[src/hw/rtl/tsft_ram.sv]
module tsft_ram #(
  parameter int unsigned Width = 48,
  parameter int unsigned Depth = 64
) (
  input  logic                     clk_i,
  input  logic                     we_i,
  input  logic [$clog2(Depth)-1:0] waddr_i,
  input  logic [Width-1:0]         wdata_i,
  input  logic [$clog2(Depth)-1:0] raddr_i,
  output logic [Width-1:0]         rdata_o
);

  logic [Width-1:0] mem_q [Depth];

  always_ff @(posedge clk_i) begin
    if (we_i) begin
      mem_q[waddr_i] <= wdata_i;
    end
    rdata_o <= mem_q[raddr_i];
  end

endmodule

[config.mk]
export PLATFORM = sky130hd
export DESIGN_NAME = tsft_ram
export DESIGN_NICKNAME = d
export VERILOG_FILES = /design/src/hw/rtl/tsft_ram.sv
export SDC_FILE = /design/constraint.sdc
export NUM_CORES = 2
export LEC_CHECK = 0
export BUFFER_PORTS_ARGS = -buffer_cell sky130_fd_sc_hd__buf_2
export CORE_ASPECT_RATIO = 0.75
export CORE_MARGIN = 4
export CORE_UTILIZATION = 45
export DETAILED_ROUTE_END_ITERATION = 10
export PLACE_DENSITY = 0.59
export SLEW_MARGIN = 25
export SYNTH_ARGS = -nofsm -noshare
export SYNTH_HDL_FRONTEND = slang
export SYNTH_SLANG_ARGS = --single-unit
[constraint.sdc]
create_clock -name clk_i -period 14 [get_ports clk_i]
set_clock_uncertainty 0.2 [all_clocks]
set_input_delay 0.7 -clock clk_i [delete_from_list [all_inputs] [get_ports clk_i]]
set_output_delay 0.7 -clock clk_i [all_outputs]
set_load 0.03 [all_outputs]
==> results.toml <==
[floorplan]
initial_core_util_pct = 45.4
ioPinCount = 110
die_h_um = 450
row_count = 161
die-area_mm2 = 0.269
core_mm2 = 0.258
die_x_um = 597

[setup_path]
required_ns = 14.52
cpMaxStageDelayCell = "buf_4"
cp_slowest_stage_delay_ns = 0.73
worstSetupEndpointType = "flop"
cp.arrival_ns = 5.23
crit_type = "input pin to flop"
reg2reg_depth = 4
path_depth = 10
path_delay_family = "buffers and inverters"
path_max_fanout = 93
rr_startpoint = "mem_q[27][10]"
path_cells = "buf_12 > buf_4 > buf_4 > buf_12 > buf_16 > mux4_2 > mux2i_1 > a21oi_1 > a21oi_1 > a221oi_1"
reg2reg_slack_ns = 11.63
worstSetupStartpointType = "input pin"
worst-path-buf-inv = 5
r2r_end = "rdata_o[10]"

[synth]
avgSynthCellArea_um2 = 23.6
async_reset_ff_share_pct = 0
syn_area_mm2 = 0.117
synthCells = 4970
ys_seq_area_share_pct = 79.6
ys_ff_latch = 3120
synth_ff_type = "edfxtp_1"
synth_edf_count = 3072
synth_warnings = 0
ys_types = 36
synth_fp_nets = 5032

[grt]
grt_overflow_total = 0
grt_util_all_layers_pct = 24.1
antenna_found_initial = 22
grt_max_degree = 112
grt_pass1_vias = 56119
grt_pass1_wl_mm = 455

[worst_hold_path]
min_from = "wdata_i[46]"
hold_end = "mem_q[40][46]"
hold_class = "input pin to flop"
holdPathStages = 1

[clock_tree]
worstSkewPairLatency_ns = 0.88
clock-sinks = 3120
numCtsBuffers = 300
cts_tree = "built"
h-tree-depth = 5
clkTransAtPathRegs_ns = 0.06
cts_buffer_depth = 4
cts-root-buf = "clkbuf_16"

[final_layout]
fin_nets = 5339
drive_gt1_share_pct = 28.3
final_cell_mix = "3072 x edfxtp_1, 754 x mux4_2, 308 x clkbuf_16"
final_common_cell = "edfxtp_1"
areaGrowthSynthToFinish_pct = 12.9

[power_and_ir_drop]
pwr_density_cell_mw_per_mm2 = 145
ir_drop_mv = 0.0954
p_total_mw = 19.2
p_leak_nw = 40.8

[sta]
fin_crit_sh_pct = 33.7
max_freq_mhz = 212
setup_viol = 0
rsz0062_at_grt = "false"
hold_viol_final = 0
min_period_ns = 4.72
tns_ns = 0
drv_slew = 0
tightest_slew_ns = 1.12
max_slew_margin_pct = 25.1

[run]
maxCapViolations = 0

[drt]
drt_iter0_markers = 8207
final_antenna_net_count = 0
drcViolationCount = 0
via_count = 57036
first_pass_iters = 5
drt-total-wl_mm = 326
vias_per_cell = 6.38
avgRoutedWirePerCell_um = 36.4

[placed_design]
dpl.hpwl_mm = 174
gp_congestion = 0.775
io_buffers = 109

[status]
outcome = "complete, no violations"
[cells in the mapped netlist, types with 10 or more instances]
cell | instances | area [um2]
o22ai_1 | 122 | 763
nor2_1 | 132 | 495
buf_1 | 12 | 45.0
a221oi_1 | 83 | 727
nand2_1 | 55 | 206
o221ai_1 | 28 | 245
a21oi_1 | 74 | 370
clkbuf_1 | 98 | 368
edfxtp_1 | 3072 | 92200
a22oi_1 | 72 | 541
dfxtp_1 | 48 | 961
a22o_1 | 57 | 499
mux2_2 | 12 | 135
buf_4 | 62 | 465
buf_6 | 11 | 124
a311oi_1 | 11 | 96.3
mux4_2 | 754 | 17000
a211oi_1 | 32 | 240
buf_2 | 98 | 490
nor2b_1 | 24 | 150
mux2i_1 | 63 | 631
nand2b_1 | 10 | 62.6
[worst max-delay path by stage]
stage                          start  slack, ns      endpoint
final                     raddr_i[0]       9.28   rdata_o[32]
after global routing      raddr_i[0]       8.84   rdata_o[32]
after CTS                 raddr_i[0]       9.30   rdata_o[32]
after detailed placement  raddr_i[0]       8.36   rdata_o[32]
after global placement    raddr_i[0]       8.37   rdata_o[32]
after floorplan           waddr_i[3]       8.82  mem_q[48][0]
[metrics by stage]
stage	instances	cell area, um2	utilization [%]	hold slack [ns]	worst slack [ns]
after floorplan	4970	117000	-	0.510	8.82
after global placement	8386	122000	47.4	0.561	8.37
after detailed placement	8393	123000	47.5	0.563	8.36
after CTS	8934	132000	51.2	0.157	9.30
after global routing	8939	132000	51.3	0.0192	8.84
final	8944	132000	51.3	0.0665	9.28
[cell families (layout without fill, tap and decap cells)]
logic type	count (synthesis)	after routing	synth area share [%]
flops	3120	3120	79.6
mux	829	829	15.2
compound gates	486	486	3.02
buf+inv	282	828	1.28
simple gates	253	253	0.957
other cells	0	5	0
[power breakdown]
| group | total (mW) | internal, mW | switching [mW] |
|---|---|---|---|
| sequential | 10.4 | 10.3 | 0.0434 |
| combinational | 0.927 | 0.322 | 0.604 |
| clock | 7.92 | 4.49 | 3.43 |
| total | 19.2 | 15.2 | 4.08 |
[cell type report]
class,count,area (um2)
Fill cell,19915,126000
Sequential cell,3120,93200
Multi-Input combinational cell,1568,23000
Clock buffer,403,8240
Tap cell,3423,4280
Timing Repair Buffer,287,2240
Clock inverter,138,1250
Antenna cell,5,12.5
[state kept, by name (all words and copies together), names as in the netlist]
| name | count |
|---|---|
| mem_q | 3072 |
| rdata_o | 48 |
[worst reg2reg max path, cell delays in order, from the launching register on]
cell	delay, ns
edfxtp_1	0.35
mux4_2	0.46
a22o_1	0.26
a221oi_1	0.61
a221oi_1	0.30
[timing repair]
item	in CTS	in global routing
gates resized for setup	0	0
hold buffers	0	1
hold endpoints to repair	0	15
setup buffers	0	0
setup endpoints to repair	0	0
[layer usage]
layer	up-vias	global-route usage, %	share of wire (%)
met5	-	0	0.020
met4	10	5.52	2.5
met3	487	5.39	10
met2	3116	35.2	45
met1	31293	37.3	43
li1	22130	-	-
(Power assumes the default switching activity.)
